<file path="config.mk">
export PLATFORM = sky130hd
export DESIGN_NAME = huf_outreg_flat
export DESIGN_NICKNAME = d
export VERILOG_FILES = /design/src/hw/rtl/huf_pkg.sv /design/src/hw/rtl/huf_if.sv /design/src/hw/rtl/huf_outreg.sv /design/src/flat_wrapper.sv
export SDC_FILE = /design/constraint.sdc
export NUM_CORES = 1
export LEC_CHECK = 0
export BUFFER_PORTS_ARGS = -buffer_cell sky130_fd_sc_hd__buf_2
export CORE_AREA = 5 5 42 44
export CTS_BUF_LIST = sky130_fd_sc_hd__clkbuf_2
export CTS_CLUSTER_SIZE = 10
export DETAILED_ROUTE_END_ITERATION = 8
export DIE_AREA = 0 0 47 49
export HOLD_SLACK_MARGIN = 0.05
export PLACE_DENSITY = 0.66
export SYNTH_ARGS = -nofsm -noshare
export SYNTH_HDL_FRONTEND = slang
export SYNTH_SLANG_ARGS = --single-unit
</file>
<file path="constraint.sdc">
create_clock -name clk -period 0.95 [get_ports clk]
set_input_delay 0.19 -clock clk [delete_from_list [all_inputs] [get_ports clk]]
set_output_delay 0.19 -clock clk [all_outputs]
set_load 0.05 [all_outputs]
</file>
<file path="src/hw/rtl/huf_pkg.sv">
// huf_pkg: shared types, constants and engine states for the huffman decoder
// depends on nothing; used by every other file of the block but huf_if
`default_nettype none
package huf_pkg;

  localparam int unsigned TABLE_ENTRIES_DEF = 256;
  localparam int unsigned MAX_CODE_BITS_DEF = 32;
  localparam int unsigned TOP_BIT           = 7;
  localparam int unsigned QUEUE_DEPTH       = 2;

  // input command codes
  localparam logic [1:0] CMD_CLEAR = 2'd0;
  localparam logic [1:0] CMD_LOAD  = 2'd1;
  localparam logic [1:0] CMD_BYTE  = 2'd2;

  // word class decided by the front end
  typedef enum logic [1:0] {
    K_NONE,
    K_CLEAR,
    K_LOAD,
    K_BYTE
  } kind_t;

  typedef struct packed {
    kind_t       kind;
    logic [7:0]  data_byte;
    logic [7:0]  entry_symbol;
    logic [31:0] entry_code;
    logic [5:0]  entry_length;
  } item_t;

  typedef struct packed {
    logic [7:0] symbol;
    logic       status;
    logic       last;
    logic       finished;
  } res_t;

  typedef enum logic [2:0] {
    S_IDLE,
    S_LSCAN,
    S_BIT,
    S_DSCAN,
    S_PUT,
    S_FLUSH
  } state_t;

endpackage
`default_nettype wire

</file>
<file path="src/hw/rtl/huf_if.sv">
// huf_in_if and huf_out_if: valid/ready channels of the huffman decoder
// depends on nothing
`default_nettype none


interface huf_out_if;
  logic       valid;
  logic       ready;
  logic [7:0] symbol;
  logic       status;
  logic       last;
  logic       finished;
  modport source (output valid, symbol, status, last, finished, input ready);
  modport sink (input valid, symbol, status, last, finished, output ready);
endinterface
`default_nettype wire

</file>
<file path="src/hw/rtl/huf_outreg.sv">
// huf_outreg: output register that holds one result word for the sink
// depends on huf_pkg and huf_out_if
`default_nettype none
module huf_outreg (
  input  wire logic          clk,
  input  wire logic          rst,
  input  wire logic          push,
  input  wire huf_pkg::res_t res,
  output logic               slot_free,
  huf_out_if.source          out_ch
);

  logic          valid;
  huf_pkg::res_t data;

  assign slot_free       = !valid || out_ch.ready;
  assign out_ch.valid    = valid;
  assign out_ch.symbol   = data.symbol;
  assign out_ch.status   = data.status;
  assign out_ch.last     = data.last;
  assign out_ch.finished = data.finished;

  // load on push, drain on handshake
  always_ff @(posedge clk) begin
    if (rst) begin
      valid <= 1'b0;
    end else if (push) begin
      valid <= 1'b1;
    end else if (out_ch.ready) begin
      valid <= 1'b0;
    end
  end

  always_ff @(posedge clk) begin
    if (push) data <= res;
  end

endmodule
`default_nettype wire

</file>
<file path="src/flat_wrapper.sv">
// flat-port wrapper written by rule: the top's interface ports become plain ports
module huf_outreg_flat 
  (clk, rst, push, res, slot_free, out_ch_valid, out_ch_symbol, out_ch_status, out_ch_last, out_ch_finished, out_ch_ready);
  huf_out_if out_ch_i ();
  input  wire logic clk;
  input  wire logic rst;
  input  wire logic push;
  input  wire huf_pkg::res_t res;
  output logic slot_free;
  output wire logic [$bits(out_ch_i.valid)-1:0] out_ch_valid;
  output wire logic [$bits(out_ch_i.symbol)-1:0] out_ch_symbol;
  output wire logic [$bits(out_ch_i.status)-1:0] out_ch_status;
  output wire logic [$bits(out_ch_i.last)-1:0] out_ch_last;
  output wire logic [$bits(out_ch_i.finished)-1:0] out_ch_finished;
  input wire logic [$bits(out_ch_i.ready)-1:0] out_ch_ready;
  assign out_ch_valid = out_ch_i.valid;
  assign out_ch_symbol = out_ch_i.symbol;
  assign out_ch_status = out_ch_i.status;
  assign out_ch_last = out_ch_i.last;
  assign out_ch_finished = out_ch_i.finished;
  assign out_ch_i.ready = out_ch_ready;
  huf_outreg u_core (.clk(clk), .rst(rst), .push(push), .res(res), .slot_free(slot_free), .out_ch(out_ch_i));
endmodule
</file>
### Yosys cells after proc, flatten, opt, wreduce, memory -nomap -nowiden

Cells that the tools add are included.

| word-level totals | value |
|---|---|
| register bits | 12 |
| bits of input ports | 15 |
| output and inout port bits | 13 |
| logic and storage cells | 10 |

| operators by class | value |
|---|---|
| muxes and demuxes | 2 |
| reductions and logical operators | 3 |

Operators with widths:

| cell | number |
|---|---|
| 1-bit two-way mux | 2 |
| 2-bit nonzero test | 1 |
| 1-bit zero test | 1 |
| 1-bit logical OR | 1 |

### Depth between registers and ports, before layout

| depth | value |
|---|---|
| word-level depth | 2 |
| mapped depth | 2 |
| depth with buffers taken out | 2 |

### Least setup slack after synthesis

No wires, ideal clock.

| timing | value |
|---|---|
| path kind | reg2reg |
| start point | register, netlist name u_core.out_ch.valid |
| end point | register u_core.valid, in the netlist u_core.out_ch.valid |
| setup time | 0.067 ns |
| data arrival time | 1.037 ns |
| required time | 0.883 ns |
| slack | -0.154 ns |
| stages on the path, launching flop included | 3 |
| buffers on the path | 0 |
| clock period less this slack | 1.104 ns |
| path through | dfxtp_1 -> nand2b_4 -> a21oi_2 |

RTL lines:

| item | line | source |
|---|---|---|
| to (signal assigned) | huf_outreg.sv:26 | `valid <= 1'b0;` |
| to (signal assigned) | huf_outreg.sv:28 | `valid <= 1'b1;` |
| to (signal assigned) | huf_outreg.sv:30 | `valid <= 1'b0;` |
| to (decl) | huf_outreg.sv:13 | `logic valid;` |

### Final worst setup path

| timing | value |
|---|---|
| start point | register u_core.data (netlist bit u_core.out_ch.last) |
| end point | output port out_ch_last |

RTL lines:

| item | line | source |
|---|---|---|
| from (decl) | huf_outreg.sv:14 | `huf_pkg::res_t data;` |
| from (signal assigned) | huf_outreg.sv:35 | `if (push) data <= res;` |
| to (decl) | flat_wrapper.sv:13 | `output wire logic [$bits(out_ch_i.last)-1:0] out_ch_last;` |

No word-level cell between the ends.

==> impl_metrics.yaml <==
layout:
  mostFrequentLayoutCells: "14 x buf_2, 11 x buf_6, 11 x edfxtp_1"
  regArea_um2: 354
  n_fill_cell: 140
  syn2layout_area_growth_pct: 71.1
  fin_nets: 62
  multi_input_comb_area_um2: 22.5
  drive_above_1_share_pct: 73.9
  insertedDiodeCount: 0
  final_common_cell: "buf_2"
setup_path:
  cp_slowest_stage_delay_ps: 410
  r2r_end: "u_core.out_ch.valid$_SDFFE_PP0P_"
  crit_buf_inv: 1
  setup.worst_path.end_class: "output pin"
  path_cells: "buf_6"
  critPathKind: "flip-flop to output pin"
  timing.rr.start: "u_core.out_ch.valid$_SDFFE_PP0P_"
  start_kind: "flip-flop"
  regToRegSetupSlack_ps: 330
  crit_fanout: 1
  slowest_stage: "edfxtp_1"
  cpLargestDelayFamily: "flip-flops"
  ff2ff_path_depth: 2
  arrival_ps: 830
  cp.depth: 1
  cp.required_ps: 760
die:
  initial_utilization_pct: 26.9
  dieWidth_um: 47
  core_area_um2: 1400
  fp.dieH_um: 49
  core.rowCount: 14
  die-area_um2: 2300
  ioPinCount: 28
route:
  wl_per_cell_um: 12.2
  drc_errors: 0
  drt-initial-drc-count: 0
  totalWireLength_um: 755
  ant_nets: 0
  firstDrtPassIters: 1
  vias_per_cell: 4.13
  vias: 256
place:
  globalplace.congestion: 0.579
  port_buffers: 27
min_path:
  min_path_cells: 2
  hp-start: "rst"
  min_path_type: "input port to flip-flop"
  hold_path_end: "u_core.out_ch.valid$_SDFFE_PP0P_"
timing:
  setup_viol: 12
  worst_slack_ps: -70.1
  finalClockSkew_ps: 0
  rsz0062_at_grt: "true"
  fin_crit_ps: 1020
  final_hold_viol_count: 0
  max_slew_margin_pct: 82.3
  max_freq_ghz: 0.980
  tightest_slew_ps: 266
  slew_violations: 0
  post-route-period-util_pct: 107
  worst_hold_slack_ps: 92.4
power_and_ir_drop:
  power_mw: 1.19
  combPwrFrac_pct: 24.4
  power_switching_mw: 0.348
  pwr-share-clk_pct: 21.6
  power_leakage_nw: 0.284
  seqPwrFrac_pct: 54.1
  ir_worst_vdd_mv: 0.721
  power.density_nw_per_um2: 1840
  p_int_mw: 0.838
  swShare_pct: 29.3
synth:
  syn_area_um2: 377
  ys_ff_latch: 12
  yosysTopAreaCell: "edfxtp_1"
  synth_cell_types: 5
  netlist_instances: 15
  synth_warnings: 0
  yosysSeqAreaShare_pct: 93.0
  avgSynthCellArea_um2: 25.1
  syn_nets: 30
  ys_top_cells_by_area: "edfxtp_1 88%, dfxtp_1 5.3%, nand2b_4 3.7%, a21oi_2 2.3%, inv_1 1.0%"
  synth_top_area_share_pct: 87.7
cts:
  clkLatencyLatePin_ps: 230
  clkTransAtPathRegs_ps: 110
  cts_tree: "built"
  clk_path_buf_depth: 2
  root_buffer: "clkbuf_2"
  clkSinkCount: 12
  post-cts-setup-buffers: 0
  numCtsBuffers: 3
  ctsHoldBuffers: 0
  htreeDepth: 1
global_routing:
  grt_overflow: 0
  grt_max_degree: 13
  antenna_found_initial: 0
  track_usage_pct: 6.73
  grt_pass1_wl_mm: 1.01
  grt_pass1_vias: 250
run_status:
  status: "finished, violations left"
  failed_checks: "setup timing"
flow_run:
  max_cap_viol_count: 0
-- synthesized netlist by cell type --
library cell	n
inv_1	1
dfxtp_1	1
a21oi_2	1
edfxtp_1	11
nand2b_4	1
-- how the worst max path moves through the flow --
| stage | end | slack, ps | start |
|---|---|---|---|
| after detailed placement | slot_free | 120 | out_ch_ready |
| after global routing | out_ch_last | -120 | u_core.out_ch.last$_DFFE_PP_ |
| after global placement | slot_free | 130 | out_ch_ready |
| after CTS | out_ch_last | -100 | u_core.out_ch.last$_DFFE_PP_ |
| final | out_ch_last | -70 | u_core.out_ch.last$_DFFE_PP_ |
| after floorplan | u_core.out_ch.valid$_SDFFE_PP0P_ | 50 | u_core.out_ch.valid$_SDFFE_PP0P_ |
-- power groups by stage --
stage | sequential, mW | clock [mW] | combinational (mW)
after floorplan | 0.791 | 0 | 0.0148
after global placement | 0.642 | 0 | 0.236
after detailed placement | 0.644 | 0 | 0.238
after CTS | 0.642 | 0.271 | 0.292
after global routing | 0.646 | 0.292 | 0.298
final | 0.641 | 0.256 | 0.289
-- what timing repair did --
item                       4_1_cts  5_1_grt
setup endpoints to repair       13       13
gates resized for setup         29        0
gates cloned                     0        0
-- per-layer routing --
| metal | global-route usage, % | vias up | part of all wire, % |
|---|---|---|---|
| met5 | 0 | - | 0 |
| met4 | 5.53 | 0 | 1.1 |
| met3 | 3.69 | 2 | 11 |
| met2 | 10.6 | 13 | 56 |
| met1 | 5.79 | 123 | 32 |
| li1 | - | 118 | - |
-- state kept, by name, summed over array words and instances, names as in the netlist --
register	flops
u_core.out_ch.finished	1
u_core.out_ch.status	1
u_core.out_ch.symbol	8
u_core.out_ch.last	1
u_core.out_ch.valid	1
-- area by class of cell --
type	count	share of cell area [%]
inverters	1	0.583
well taps	16	3.11
flip-flops and latches	12	55.0
repair buffers	27	34.8
clock buffers	4	3.11
multi-input cells	2	3.50
-- logic make-up (layout without fill, tap and decap cells) --
logic type / Yosys count / after routing / share of synthesized area [%]
AO/OA/AOI/OAI: 1 / 1 / 2.33
buffers and inverters: 1 / 32 / 0.996
flip-flops: 12 / 12 / 93.0
AND/OR/NAND/NOR: 1 / 1 / 3.65
-- stage by stage --
stage / util [%] / TNS (ps) / area [um2] / setup WS, ps / cells
3_5_place_dp: 38.0 / 0 / 533 / 121 / 58
3_3_place_gp: 38.0 / 0 / 533 / 132 / 58
6_report: 46.0 / -546 / 644 / -70.1 / 62
5_1_grt: 46.0 / -1220 / 644 / -124 / 62
2_1_floorplan: - / 0 / 378 / 54.0 / 15
4_1_cts: 46.0 / -821 / 644 / -97.9 / 62
(Power assumes the default switching activity.)
