`src/hw/rtl/huf_pkg.sv`:
```
// huf_pkg: shared types, constants and engine states for the huffman decoder
// depends on nothing; used by every other file of the block but huf_if
`default_nettype none
package huf_pkg;

  localparam int unsigned TABLE_ENTRIES_DEF = 256;
  localparam int unsigned MAX_CODE_BITS_DEF = 32;
  localparam int unsigned TOP_BIT           = 7;
  localparam int unsigned QUEUE_DEPTH       = 2;

  // input command codes
  localparam logic [1:0] CMD_CLEAR = 2'd0;
  localparam logic [1:0] CMD_LOAD  = 2'd1;
  localparam logic [1:0] CMD_BYTE  = 2'd2;

  // word class decided by the front end
  typedef enum logic [1:0] {
    K_NONE,
    K_CLEAR,
    K_LOAD,
    K_BYTE
  } kind_t;

  typedef struct packed {
    kind_t       kind;
    logic [7:0]  data_byte;
    logic [7:0]  entry_symbol;
    logic [31:0] entry_code;
    logic [5:0]  entry_length;
  } item_t;

  typedef struct packed {
    logic [7:0] symbol;
    logic       status;
    logic       last;
    logic       finished;
  } res_t;

  typedef enum logic [2:0] {
    S_IDLE,
    S_LSCAN,
    S_BIT,
    S_DSCAN,
    S_PUT,
    S_FLUSH
  } state_t;

endpackage
`default_nettype wire

```
`src/hw/rtl/huf_if.sv`:
```
// huf_in_if and huf_out_if: valid/ready channels of the huffman decoder
// depends on nothing
`default_nettype none
interface huf_in_if;
  logic        valid;
  logic        ready;
  logic [1:0]  command;
  logic [7:0]  data_byte;
  logic [7:0]  entry_symbol;
  logic [31:0] entry_code;
  logic [5:0]  entry_length;
  modport source (output valid, command, data_byte, entry_symbol, entry_code,
                  entry_length, input ready);
  modport sink (input valid, command, data_byte, entry_symbol, entry_code,
                entry_length, output ready);
endinterface

`default_nettype wire

```
`src/hw/rtl/huf_front.sv`:
```
// huf_front: accepts input words, classifies them and queues them
// depends on huf_pkg and huf_in_if
`default_nettype none
module huf_front #(
  parameter int unsigned MAX_CODE_BITS = huf_pkg::MAX_CODE_BITS_DEF
) (
  input  wire logic          clk,
  input  wire logic          rst,
  huf_in_if.sink             in_ch,
  output huf_pkg::item_t     q_item,
  output logic               q_valid,
  input  wire logic          pop
);

  localparam int unsigned PW = $clog2(huf_pkg::QUEUE_DEPTH);

  huf_pkg::item_t  slots [huf_pkg::QUEUE_DEPTH];
  huf_pkg::item_t  cls;
  logic [PW-1:0]   wr_ptr;
  logic [PW-1:0]   rd_ptr;
  logic [PW:0]     count;
  logic            push;
  logic [31:0]     code_mask;

  // classify and mask the code to its length
  always_comb begin
    code_mask = (in_ch.entry_length >= 6'd32) ? '1 :
                ((32'd1 << in_ch.entry_length) - 32'd1);
    cls.data_byte    = in_ch.data_byte;
    cls.entry_symbol = in_ch.entry_symbol;
    cls.entry_code   = in_ch.entry_code & code_mask;
    cls.entry_length = in_ch.entry_length;
    unique case (in_ch.command)
      huf_pkg::CMD_CLEAR: cls.kind = huf_pkg::K_CLEAR;
      huf_pkg::CMD_LOAD: begin
        if (in_ch.entry_length != 6'd0 && 32'(in_ch.entry_length) <= MAX_CODE_BITS)
          cls.kind = huf_pkg::K_LOAD;
        else
          cls.kind = huf_pkg::K_NONE;
      end
      huf_pkg::CMD_BYTE: cls.kind = huf_pkg::K_BYTE;
      default: cls.kind = huf_pkg::K_NONE;
    endcase
  end

  assign in_ch.ready = (count < (PW+1)'(huf_pkg::QUEUE_DEPTH));
  assign push        = in_ch.valid && in_ch.ready;
  assign q_valid     = (count != '0);
  assign q_item      = slots[rd_ptr];

  // queue storage
  always_ff @(posedge clk) begin
    if (push) slots[wr_ptr] <= cls;
  end

  // queue pointers
  always_ff @(posedge clk) begin
    if (rst) begin
      wr_ptr <= '0;
      rd_ptr <= '0;
      count  <= '0;
    end else begin
      if (push) wr_ptr <= wr_ptr + 1'b1;
      if (pop)  rd_ptr <= rd_ptr + 1'b1;
      count <= count + (PW+1)'(push) - (PW+1)'(pop);
    end
  end

endmodule
`default_nettype wire

```
`src/flat_wrapper.sv`:
```
// flat-port wrapper written by rule: the top's interface ports become plain ports
module huf_front_flat 
#(
  parameter int unsigned MAX_CODE_BITS = huf_pkg::MAX_CODE_BITS_DEF
)
  (clk, rst, q_item, q_valid, pop, in_ch_valid, in_ch_command, in_ch_data_byte, in_ch_entry_symbol, in_ch_entry_code, in_ch_entry_length, in_ch_ready);
  huf_in_if in_ch_i ();
  input  wire logic clk;
  input  wire logic rst;
  output huf_pkg::item_t q_item;
  output logic q_valid;
  input  wire logic pop;
  input wire logic [$bits(in_ch_i.valid)-1:0] in_ch_valid;
  input wire logic [$bits(in_ch_i.command)-1:0] in_ch_command;
  input wire logic [$bits(in_ch_i.data_byte)-1:0] in_ch_data_byte;
  input wire logic [$bits(in_ch_i.entry_symbol)-1:0] in_ch_entry_symbol;
  input wire logic [$bits(in_ch_i.entry_code)-1:0] in_ch_entry_code;
  input wire logic [$bits(in_ch_i.entry_length)-1:0] in_ch_entry_length;
  output wire logic [$bits(in_ch_i.ready)-1:0] in_ch_ready;
  assign in_ch_i.valid = in_ch_valid;
  assign in_ch_i.command = in_ch_command;
  assign in_ch_i.data_byte = in_ch_data_byte;
  assign in_ch_i.entry_symbol = in_ch_entry_symbol;
  assign in_ch_i.entry_code = in_ch_entry_code;
  assign in_ch_i.entry_length = in_ch_entry_length;
  assign in_ch_ready = in_ch_i.ready;
  huf_front #(.MAX_CODE_BITS(MAX_CODE_BITS)) u_core (.clk(clk), .rst(rst), .in_ch(in_ch_i), .q_item(q_item), .q_valid(q_valid), .pop(pop));
endmodule
```
`config.mk`:
```
export PLATFORM = sky130hd
export DESIGN_NAME = huf_front_flat
export DESIGN_NICKNAME = d
export VERILOG_FILES = /design/src/hw/rtl/huf_pkg.sv /design/src/hw/rtl/huf_if.sv /design/src/hw/rtl/huf_front.sv /design/src/flat_wrapper.sv
export SDC_FILE = /design/constraint.sdc
export NUM_CORES = 1
export LEC_CHECK = 0
export BUFFER_PORTS_ARGS = -buffer_cell sky130_fd_sc_hd__buf_4
export CAP_MARGIN = 30
export CORE_ASPECT_RATIO = 0.7
export CORE_UTILIZATION = 35
export DETAILED_ROUTE_END_ITERATION = 8
export SETUP_SLACK_MARGIN = 0.1
export SLEW_MARGIN = 25
export SYNTH_ARGS = -nofsm -noshare
export SYNTH_HDL_FRONTEND = slang
export SYNTH_SLANG_ARGS = --single-unit
```
`constraint.sdc`:
```
create_clock -name clk -period 4.3 [get_ports clk]
set_input_delay 0.86 -clock clk [delete_from_list [all_inputs] [get_ports clk]]
set_output_delay 0.86 -clock clk [all_outputs]
set_load 0.005 [all_outputs]
```
=== Word level (Yosys, flattened, before mapping) ===
Memory sizes are Yosys's and may differ from the RTL's. A register that Yosys moved wholly into a read port is not among the register bits.
Index checks and enable logic that the tools add are counted.

* Add/subtract/negate cells: 5
* Order comparisons: 3
* Equal/unequal tests: 2
* Shift operators: 1
* Mux-type cells: 7
* Bitwise gates (word level): 1
* Reduce and logical (&&, ||, !) cells: 5

{| class="wikitable"
|+ Operators with widths
! cell !! number
|-
| $and A32 B32 Y32 || 1
|-
| $mux W32 || 1
|-
| $shl A1 B6 Y32 const A || 1
|-
| $sub A32 B1 Y32 const B || 1
|-
| $ge A6 B6 Y1 const B || 1
|-
| $le A6 B6 Y1 const B || 1
|-
| $pmux W2 S3 || 1
|-
| $reduce_bool A6 Y1 || 1
|-
| $mux W1 || 4
|-
| $add A1 B1 Y1 const B || 2
|-
| $add A2 B1 Y2 || 1
|-
| $eq A2 B1 Y1 const B || 1
|-
| $eq A2 B2 Y1 const B || 1
|-
| $logic_and A1 B1 Y1 || 2
|-
| $logic_not A2 Y1 || 1
|-
| $lt A2 B2 Y1 const B || 1
|-
| $mux W2 || 1
|-
| $reduce_bool A2 Y1 || 1
|-
| $sub A2 B1 Y2 || 1
|}

* Register bits after elaboration: 4
* Bits in writable memories: 112
* Output and inout bits: 58
* Word-level logic and storage cells: 28
* Memories kept: 1

{| class="wikitable"
|+ Memory list
! name !! depth !! width !! rd ports !! clocked after memory_dff !! wr ports !! line !! text
|-
| u_core.slots || 2 || 56 || 1 || 1 || 1 || huf_front.sv:17 || <nowiki>huf_pkg::item_t slots [huf_pkg::QUEUE_DEPTH];</nowiki>
|}

=== Longest topological paths before layout ===
Gate-level depths: netlist of run 1.

* Depth after elaboration: 4
* Gate-level depth with buffers: 10

=== Worst setup path before layout of run 1 ===
OpenSTA, ideal clock, no wires.

* Path type: input -> register
* Start: input in_ch_valid
* End: memory u_core.slots[0][0] (netlist name) (enable)
* Arrival time: 3635 ps
* Required time: 3823 ps
* Setup slack: 189 ps
* Cell stages on the path: 2
* Path buffers: 0
* Cells stage by stage: nor2b_1 nor2b_1

* Longest elaborated chain between the ends: 3

{| class="wikitable"
|+ Ends and longest elaborated chain
! item !! line !! text
|-
| from (decl) || flat_wrapper.sv:13 || <nowiki>input wire logic [$bits(in_ch_i.valid)-1:0] in_ch_valid;</nowiki>
|-
| $logic_and A1 B1 Y1 || huf_front.sv:47 || <nowiki>assign push = in_ch.valid && in_ch.ready;</nowiki>
|-
| $mux W1 || huf_front.sv:53 || <nowiki>if (push) slots[wr_ptr] <= cls;</nowiki>
|-
| $mux W1 (not written as such) || huf_front.sv:53 ||
|-
| to (decl) || huf_front.sv:17 ||
|}

Every way passes these cells.

==> run metrics, run 1 <==
Longest Clk Path Bufs=2; CTS Hold Bufs=0; max-cap violation count=0; routed wire length=11.7 mm; CP bufs+invs=2; Syn Area/Cell=15.0 sq um; Max-slew headroom=0.504; H-tree Lvls=4; Crit-path slowest cell=dfxtp_2; Post-Synth Simple-Gate Area=0.0731; min Tclk post-route=3.05 ns; die footprint=15100 sq um; adder and majority gate portion of the synthesized area=0.00733; DR iter-0 viols=192; largest net degree at the start of global routing=36; pwr/cell area=548 nW/um^2; I/O pin cnt=118; global routing's busiest layer=met2; Main synth FF type=edfxtp_1; complex-gate fraction of the synthesized area=0.0774; non-filler cells, final=663; DR WL/cell=17.7 um; main combinational cell family by area after synthesis=multiplexers; ANT nets after route=0; sequential area share after synthesis=0.676; Post-DP HPWL=7.75 mm; ant diodes=0; clk sink count=117; post-CTS repair timing setup buffer count=0; area delta synth->final=33.3%; initial antenna violation count=0; Initial Util=0.363; TritonCTS clock tree=built; most frequent cells in the layout=buf_4, edfxtp_1, mux2_2; top cells by area, synth=edfxtp_1, mux2_2, dfxtp_1; # setup viols final=0; Pleak=2.55 nW; Hold Violations, Final=0; crit path max fanout=29; Root Buffer=clkbuf_16; fin util=0.484; global-route wire length before repair=17.4 mm; met2 Use GR=0.238; Gate Count Post-Synth=341; Power, Total=3.74 mW; post-synthesis mux area share=0.123; core area=14100 sq um; Slew Viols, Final=0; vias in the first global route=3184; Critical Path Sink Type=primary output; Setup Skew=0.00652 ns; Synth cell types=42; commonest non-fill, non-tap cell in the layout=buf_4; Setup Crit Path Kind=reg -> out; Max VDD drop=0.269 mV; crit start category=flip-flop; overall global routing resource usage=0.159; register bit total from synthesis=117; via count=3264; family with the most delay on the worst path=flip-flops; M1 GR Usage=0.216; # port buffers=117; Critical Path AT=2.19 ns; FP Rows=36; clock latency on the worst-skew pair=0.41 ns; die width=147 um; YS warnings=0; Hold WC Path Type=reg -> reg; DP Cell Count=631; CTS-repair resized insts=0; Mapped Area=5120 sq um; xor/xnor share of the synthesized area=0.0137; die height=103 um; net count of the mapped netlist=404; share of layout cells above drive strength 1=0.457; EDFF count, synth=112; period utilisation layout=0.710; CP cell instances=buf_4, mux2_2, buf_4; Final TNS setup=0 ns; fmax=328 MHz; CP most frequent cell=buf_4; drt pass-1 iters=4; Async SR Flop Fraction=0; fin nets=523; max incr delay on CP=0.81 ns; area leader, netlist=edfxtp_1; post-synth top area share=0.657; RSZ-0062 raised after global routing=false; Req. time, crit path=3.44 ns; GR Util met3=0.0522; drc violations=0; Least-Margin Pin Slew=0.744 ns; Routability Congestion=0.780; vias per inst=4.92; Worst-path clk slew=0.05 ns; status=finished clean; TritonCTS Buffers=17; Overflow after GRT=0
[metrics by stage]
step	area, sq um	setup slack [ns]	hold WS [ns]
after floorplan	5120	0.189	0.480
after global placement	6170	1.18	0.496
after detailed placement	6170	1.14	0.502
after CTS	6830	1.17	0.524
after global routing	6830	1.11	0.530
final	6830	1.25	0.517
[worst reg2reg max path, delay by kind of cell, from the launching register on]
kind	cells	cell delay, ns
buf+inv	1	0.55
flops	1	0.31
simple gates	2	0.85
[layer usage]
layer  up-vias  wire (um)
met5         -          0
met4         0        129
met3         9        803
met2       135       5190
met1      1586       5590
li1       1534          -
[power by group]
| part | leakage, nW | internal [mW] | switching (mW) |
|---|---|---|---|
| sequential | 1.09 | 1.47 | 0.0491 |
| combinational | 1.13 | 0.326 | 0.311 |
| clock | 0.321 | 1.08 | 0.503 |
[kinds of logic (layout without fill, tap and decap cells)]
kind of cell / count (synthesis) / count (layout)
xor+xnor: 8 / 8
fa+ha+maj: 3 / 3
flops: 117 / 117
compound gates: 59 / 59
buf+inv: 30 / 162
simple gates: 68 / 68
mux: 56 / 56
[Yosys cell counts, types with 2 or more instances]
| cell type | n |
|---|---|
| nor2b_1 | 6 |
| inv_1 | 8 |
| buf_6 | 2 |
| nor3b_1 | 2 |
| or3_4 | 2 |
| a21oi_1 | 9 |
| nand3_1 | 5 |
| nand2b_1 | 5 |
| edfxtp_1 | 112 |
| a21boi_0 | 10 |
| o21a_1 | 5 |
| and3_1 | 2 |
| mux2_2 | 56 |
| a31oi_1 | 5 |
| nor2_1 | 11 |
| a21boi_1 | 4 |
| o31a_1 | 6 |
| buf_2 | 14 |
| nand2_1 | 11 |
| dfxtp_1 | 5 |
| nor3_1 | 10 |
| a21o_1 | 2 |
| o31ai_1 | 2 |
| o21ai_0 | 11 |
| ha_1 | 3 |
| xnor2_1 | 7 |
| clkbuf_1 | 5 |
| nor4_1 | 2 |
| and2_1 | 6 |
[area by class of cell]
class                   count  area [sq um]
inverters                   8          30.0
clock inverters            14           233
clock buffers              18           429
well taps                 190           238
fillers                  1270          7270
repair buffers            122           916
flip-flops and latches    117          3460
multi-input cells         194          1520
[state kept, by name (all words and copies together) (netlist names), named ones only]
signal	cells
u_core.count	2
u_core.rd_ptr	1
u_core.slots	112
u_core.wr_ptr	1
[worst paths after layout]
| path | cells past startpoint | end | slack, ns | start |
|---|---|---|---|---|
| worst max register to register | 3 | u_core.slots[1][41]$_DFFE_PP_ | 2.20 | u_core.count[1]$_SDFF_PP0_ |
| worst min-delay path | 2 | u_core.rd_ptr$_SDFFE_PP0P_ | 0.52 | u_core.rd_ptr$_SDFFE_PP0P_ |
| worst max-delay path | 3 | q_item[24] | 1.25 | flip-flop |
| worst min register to register | 2 | u_core.rd_ptr$_SDFFE_PP0P_ | 0.52 | u_core.rd_ptr$_SDFFE_PP0P_ |
Note: power is estimated with default switching activity, not from simulation.
==> run 2: changes to the inputs <==
--- a/config.mk
+++ b/config.mk
@@ -5,6 +5,7 @@
 export SDC_FILE = /design/constraint.sdc
 export NUM_CORES = 1
 export LEC_CHECK = 0
+export ABC_AREA = 1
 export BUFFER_PORTS_ARGS = -buffer_cell sky130_fd_sc_hd__buf_4
 export CAP_MARGIN = 30
 export CORE_ASPECT_RATIO = 0.7
==> constraint.sdc (replaced) <==
create_clock -name clk -period 2.88 [get_ports clk]
set_input_delay 0.576 -clock clk [delete_from_list [all_inputs] [get_ports clk]]
set_output_delay 0.576 -clock clk [all_outputs]
set_load 0.005 [all_outputs]
==> run 2 against run 1 <==
  * Via count grew 22%
  * Count of clock-buffer cells in the layout decreased by 1
  * Clock power grew 33%
  * Combinational power is 36% higher
  * Sequential share of layout area is 4.0 points lower
  * Non-clock buffer count stayed put
  * Wire length grew 19%
  * Design area rose by 8.6%
  * Critical path depth unchanged
  * Worst hold slack got worse by 0.18 ns
  * Largest cell class unchanged
  * Clock skew rose by 0.0027 ns
==> run metrics, run 2 <==
status=finished clean (unchanged); CP cell instances=buf_12, mux2_2, buf_4 (was buf_4, mux2_2, buf_4); Pleak=3.17 nW (was 2.55 nW); vias per inst=4.77 (was 4.92); commonest non-fill, non-tap cell in the layout=buf_4 (unchanged); # port buffers=117 (unchanged); Critical Path Sink Type=primary output (unchanged); Power, Total=5.12 mW (was 3.74 mW); worst hold endpoint=u_core.slots[1][47]$_DFFE_PP_ (was u_core.rd_ptr$_SDFFE_PP0P_); I/O pin cnt=118 (unchanged); vias in the first global route=3883 (was 3184); Synth cell types=39 (was 42); Routability Congestion=0.875 (was 0.780); initial antenna violation count=0 (unchanged); clk sink count=117 (unchanged); flop-to-flop setup slack=1.37 ns (was 2.20 ns); fill cell count=1458 (was 1270); core area=15700 sq um (was 14100 sq um); DR WL/cell=16.8 um (was 17.7 um); share of layout cells above drive strength 1=0.430 (was 0.457); post-synth top area share=0.587 (was 0.657); Async SR Flop Fraction=0 (unchanged); crit start category=flip-flop (unchanged); YS warnings=0 (unchanged); ant diodes=0 (unchanged); Largest register FFs=112 (unchanged); HP Start=in_ch_data_byte[1] (was u_core.rd_ptr$_SDFFE_PP0P_); period utilisation layout=0.760; largest net degree at the start of global routing=57 (was 36); Crit-path slowest cell=mux2_2 (was dfxtp_2); Mapped Area=5730 sq um (was 5120 sq um); CTS Hold Bufs=0 (unchanged); Hold Violations, Final=0 (unchanged); EDFF count, synth=112 (unchanged); area leader, netlist=edfxtp_1 (unchanged); Final TNS setup=0 ns (unchanged); area of the multi-input gates=1980 sq um (was 1520 sq um); Hold WC Path Type=in -> reg (was reg -> reg); DR iter-0 viols=252 (was 192); Setup Skew=0.00920 ns (was 0.00652 ns); Critical Path AT=1.61 ns (was 2.19 ns); Slew Viols, Final=0 (unchanged); CTS-repair resized insts=0 (unchanged); Setup Crit Path Kind=reg -> out (unchanged); post-CTS repair timing setup buffer count=0 (unchanged); Least-Margin Pin Slew=0.510 ns (was 0.744 ns); max-cap violation count=0 (unchanged); drc violations=0 (unchanged); register bit total from synthesis=117 (unchanged); H-tree Lvls=4 (unchanged); crit path max fanout=56 (was 29); net count of the mapped netlist=539 (was 404); # setup viols final=0 (unchanged); Gate Count Post-Synth=476 (was 341); Longest Clk Path Bufs=2 (unchanged); TritonCTS Buffers=17 (unchanged); pwr/cell area=690 nW/um^2 (was 548 nW/um^2); Hold Path Cell Cnt=1 (was 2); drt pass-1 iters=7 (was 4); TritonCTS clock tree=built (unchanged); Post-DP HPWL=9.73 mm (was 7.75 mm); Max VDD drop=0.415 mV (was 0.269 mV); die height=109 um (was 103 um); Initial Util=0.364 (was 0.363); Worst-path clk slew=0.06 ns (was 0.05 ns); FP Rows=38 (was 36); fmax=457 MHz; clock latency on the worst-skew pair=0.42 ns (was 0.41 ns); most frequent cells in the layout=buf_4, edfxtp_1, nand2_1 (was buf_4, edfxtp_1, mux2_2); Seq. cell area=3460 sq um (unchanged); overall global routing resource usage=0.172 (was 0.159); via count=3969 (was 3264); die footprint=16900 sq um (was 15100 sq um); Root Buffer=clkbuf_16 (unchanged); Syn Area/Cell=12.0 sq um (was 15.0 sq um); Max-slew headroom=0.657 (was 0.504); Overflow after GRT=0 (unchanged); worst r2r path cells=4 (was 3); top cells by area, synth=edfxtp_1, mux2_2, nand2_1 (was edfxtp_1, mux2_2, dfxtp_1); R2R Path End=u_core.slots[1][24]$_DFFE_PP_ (was u_core.slots[1][41]$_DFFE_PP_); Biggest register=u_core.slots (unchanged); RSZ-0062 raised after global routing=false (unchanged); Reg-to-Reg Start=u_core.count[1]$_SDFF_PP0_ (unchanged); global-route wire length before repair=21.3 mm (was 17.4 mm); die width=155 um (was 147 um); Post-synth top cells=edfxtp_1, nand2_1, mux2_2 (was edfxtp_1, mux2_2, buf_2); ANT nets after route=0 (unchanged); cell with the most instances after synthesis=edfxtp_1 (unchanged); fin nets=662 (was 523); max incr delay on CP=0.40 ns (was 0.81 ns); routed wire length=13.9 mm (was 11.7 mm); sequential area share after synthesis=0.605 (was 0.676); min Tclk post-route=2.19 ns; Top Registers=u_core.slots: 112 flops, u_core.count: 2 flops (unchanged); Req. time, crit path=2.30 ns (was 3.44 ns); area delta synth->final=29.6% (was 33.3%); Main synth FF type=edfxtp_1 (unchanged)
==> run 2: changes by cell type after synthesis, sizes merged, moves of 6 or more <==
cell	before	now
a21boi	14	2
inv	8	42
nand2	11	88
nand3	5	23
nand4	1	19
nor2	12	72
nor2b	6	0
o31a	6	0
==> run 2: how the worst max path moves through the flow <==
stage / start / cells past startpoint / end / slack (ns)
after floorplan: in_ch_valid / 2 / u_core.slots[1][0]$_DFFE_PP_ / 0.31
after global placement: in_ch_entry_length[3] / 11 / u_core.slots[0][34]$_DFFE_PP_ / 0.41
after detailed placement: in_ch_entry_length[3] / 11 / u_core.slots[0][34]$_DFFE_PP_ / 0.37
after CTS: flip-flop / 3 / q_item[9] / 0.67
after global routing: in_ch_entry_length[3] / 11 / u_core.slots[0][34]$_DFFE_PP_ / 0.61
final: flip-flop / 3 / q_item[32] / 0.69
==> run 2: kinds of logic after synthesis <==
group,Yosys count,synth area share
xor+xnor,2,0.00306
buf+inv,60,0.0514
fa+ha+maj,3,0.00656
flops,117,0.605
mux,56,0.110
simple gates,217,0.203
compound gates,21,0.0210
==> run 2: per-layer routing <==
layer | global-route usage | part of all wire | vias to the layer above
li1 | - | - | 1913
met1 | 0.249 | 0.50 | 1909
met2 | 0.249 | 0.43 | 138
met3 | 0.0505 | 0.067 | 9
met4 | 0.0467 | 0.0048 | 0
met5 | 0 | 0 | -
==> run 2: report_power, final <==
part / internal [mW] / switching [mW] / leakage (nW)
Sequential: 2.09 / 0.0387 / 1.09
Combinational: 0.416 / 0.450 / 1.80
Clock: 1.29 / 0.822 / 0.284
Total: 3.80 / 1.31 / 3.17
==> run 2: layout make-up <==
type | count | area share
timing repair buffer | 122 | 0.127
tap | 220 | 0.0371
sequential | 117 | 0.467
inverter | 42 | 0.0216
clock buffer | 17 | 0.0573
clock inverter | 15 | 0.0228
multi-input combinational | 299 | 0.267
==> run 2: worst max-delay path: cells and delay by family, from the launching register on <==
family,cells,cell delay (ns)
flip-flops,1,0.33
buffers and inverters,2,0.43
multiplexers,1,0.40
==> run 2: through the flow <==
| step | cell area, sq um | setup slack (ns) | instances | utilization | hold WS [ns] |
|---|---|---|---|---|---|
| detailed placement | 6820 | 0.374 | 800 | 0.434 | 0.525 |
| global route | 7420 | 0.613 | 832 | 0.471 | 0.318 |
| floorplan | 5730 | 0.309 | 476 | - | 0.480 |
| global placement | 6820 | 0.410 | 800 | 0.434 | 0.511 |
| finish | 7420 | 0.691 | 832 | 0.471 | 0.336 |
| CTS | 7420 | 0.671 | 832 | 0.471 | 0.325 |
==> run 3: changes to the inputs <==
--- a/config.mk
+++ b/config.mk
@@ -5,7 +5,7 @@
 export SDC_FILE = /design/constraint.sdc
 export NUM_CORES = 1
 export LEC_CHECK = 0
-export ABC_AREA = 1
+export ABC_AREA = 0
 export BUFFER_PORTS_ARGS = -buffer_cell sky130_fd_sc_hd__buf_4
 export CAP_MARGIN = 30
 export CORE_ASPECT_RATIO = 0.7
==> constraint.sdc (replaced) <==
create_clock -name clk -period 2.1 [get_ports clk]
set_input_delay 0.42 -clock clk [delete_from_list [all_inputs] [get_ports clk]]
set_output_delay 0.42 -clock clk [all_outputs]
set_load 0.005 [all_outputs]
==> run 3 against run 2 <==
  * First-iteration DRC count down 12%
  * Sequential power is 46% higher
  * Die area shrank 10%
  * Sequential share of layout area grew 2.6 points
  * Total power rose by 45%
  * Worst hold slack lost 0.14 ns
  * Count of clock-buffer cells in the layout unchanged
  * Wire length decreased by 11%
  * Largest power group unchanged
==> run metrics, run 3 (same netlist as run 1, synthesis figures left out) <==
share of layout cells above drive strength 1=0.492 (was 0.430); Setup Skew=0.0106 ns (was 0.00920 ns); DP Cell Count=647 (was 800); crit path max fanout=14 (was 56); largest net degree at the start of global routing=38 (was 57); Longest Clk Path Bufs=2 (unchanged); Max VDD drop=0.568 mV (was 0.415 mV); Post-DP HPWL=8.05 mm (was 9.73 mm); TritonCTS clock tree=built (unchanged); clk sink count=117 (unchanged); Max-slew headroom=0.651 (was 0.657); Top Registers=u_core.slots: 112 flops, u_core.count: 2 flops (unchanged); I/O pin cnt=118 (unchanged); Initial Util=0.363 (was 0.364); vias per inst=4.92 (was 4.77); Hold Violations, Final=0 (unchanged); Power, Total=7.44 mW (was 5.12 mW); HP Start=in_ch_entry_symbol[1] (was in_ch_data_byte[1]); via count=3353 (was 3969); Slew Viols, Final=0 (unchanged); Critical Path AT=1.57 ns (was 1.61 ns); drt pass-1 iters=5 (was 7); R2R Path End=u_core.slots[0][12]$_DFFE_PP_ (was u_core.slots[1][24]$_DFFE_PP_); global-route wire length before repair=18.1 mm (was 21.3 mm); Setup Crit Path Kind=reg -> out (unchanged); pwr/cell area=1060 nW/um^2 (was 690 nW/um^2); area delta synth->final=37.4% (was 29.6%); status=finished clean (unchanged); Pleak=2.64 nW (was 3.17 nW); fmax=502 MHz; worst r2r path cells=3 (was 4); # port buffers=117 (unchanged); die footprint=15100 sq um (was 16900 sq um); Hold WC Path Type=in -> reg (unchanged); Routability Congestion=0.835 (was 0.875); FP Rows=36 (was 38); Overflow after GRT=0 (unchanged); most frequent cells in the layout=buf_4, edfxtp_1, mux2_2 (was buf_4, edfxtp_1, nand2_1); RSZ-0062 raised after global routing=true (was false); commonest non-fill, non-tap cell in the layout=buf_4 (unchanged); overall global routing resource usage=0.166 (was 0.172); Hold Path Cell Cnt=1 (unchanged); ANT nets after route=0 (unchanged); core area=14100 sq um (was 15700 sq um); ant diodes=0 (unchanged); Req. time, crit path=1.68 ns (was 2.30 ns); DR iter-0 viols=222 (was 252); Largest register FFs=112 (unchanged); Root Buffer=clkbuf_16 (unchanged); drc violations=0 (unchanged); worst hold endpoint=u_core.slots[1][39]$_DFFE_PP_ (was u_core.slots[1][47]$_DFFE_PP_); fin nets=542 (was 662); DR WL/cell=18.2 um (was 16.8 um); non-filler cells, final=682 (was 832); CTS Hold Bufs=0 (unchanged); Critical Path Sink Type=primary output (unchanged); max-cap violation count=0 (unchanged); initial antenna violation count=1 (was 0); min Tclk post-route=1.99 ns; period utilisation layout=0.948; Least-Margin Pin Slew=0.522 ns (was 0.510 ns); Post-Place Cell Area=6350 sq um (was 6820 sq um); Reg-to-Reg Start=u_core.count[1]$_SDFF_PP0_ (unchanged); H-tree Lvls=4 (unchanged); clock latency on the worst-skew pair=0.41 ns (was 0.42 ns); routed wire length=12.4 mm (was 13.9 mm); TritonCTS Buffers=17 (unchanged); Worst-path clk slew=0.06 ns (about the same); crit start category=flip-flop (unchanged); Biggest register=u_core.slots (unchanged); die height=103 um (was 109 um); # setup viols final=0 (unchanged); flop-to-flop setup slack=0.72 ns (was 1.37 ns); Final Cell Area=7040 sq um (was 7420 sq um); die width=147 um (was 155 um); vias in the first global route=3253 (was 3883)
## run 3: cell types whose count changed in the layout (fill, tap and decap cells not counted), moves of 10 or more
cell / change
inv_1: -28
nand4_1: -10
nand2_1: -63
buf_4: +15
nand2_2: -10
nand3_1: -15
nor2_1: -42
## run 3: report_power, final
part / total (mW) / switching, mW / internal [mW] / leakage (nW)
Sequential: 3.10 / 0.0901 / 3.01 / 1.09
Clock: 2.91 / 1.04 / 1.87 / 0.287
Combinational: 1.42 / 0.672 / 0.747 / 1.26
## run 3: critical path, stage by stage, from the launching register on
cell	delay (ns)
dfxtp_4	0.45
clkbuf_16	0.23
mux2_2	0.34
buf_4	0.14
## run 3: metal layers
layer  wire length, um  GRT usage  up-vias
met4               161     0.0601        0
met1              5700      0.218     1643
met3               796     0.0509       12
li1                  -          -     1583
met5                 0          0        -
met2              5780      0.261      115
## run 3: repair_timing
action,4_1_cts,5_1_grt
setup endpoints to repair,56,31
buffers inserted,0,0
resized for setup,3,0
gates cloned,2,1
## run 3: worst max path at each step
stage	slack, ns	from	to	cells after the start
floorplan	0.1	in_ch_entry_length[1]	u_core.slots[0][10]$_DFFE_PP_	10
global placement	-0.05	in_ch_entry_length[3]	u_core.slots[0][30]$_DFFE_PP_	8
detailed placement	-0.09	in_ch_entry_length[3]	u_core.slots[0][30]$_DFFE_PP_	8
CTS	0.07	flip-flop	q_item[9]	3
global route	0.06	flip-flop	q_item[35]	3
finish	0.11	flip-flop	q_item[35]	3
## run 3: through the flow
step,utilization,hold slack [ns],setup TNS (ns),setup slack [ns]
2_1_floorplan,-,0.480,0,0.0991
3_3_place_gp,0.450,0.489,-0.180,-0.0529
3_5_place_dp,0.450,0.500,-0.325,-0.0939
4_1_cts,0.497,0.179,0,0.0712
5_1_grt,0.499,0.173,0,0.0609
6_report,0.499,0.193,0,0.109
## run 3: final cells by class
| class | count | area, sq um |
|---|---|---|
| flip-flops and latches | 117 | 3470 |
| inverters | 8 | 30.0 |
| multi-input cells | 194 | 1550 |
| clock buffers | 17 | 425 |
| repair buffers | 141 | 1150 |
| well taps | 190 | 238 |
| fillers | 1234 | 7060 |
| clock inverters | 15 | 179 |
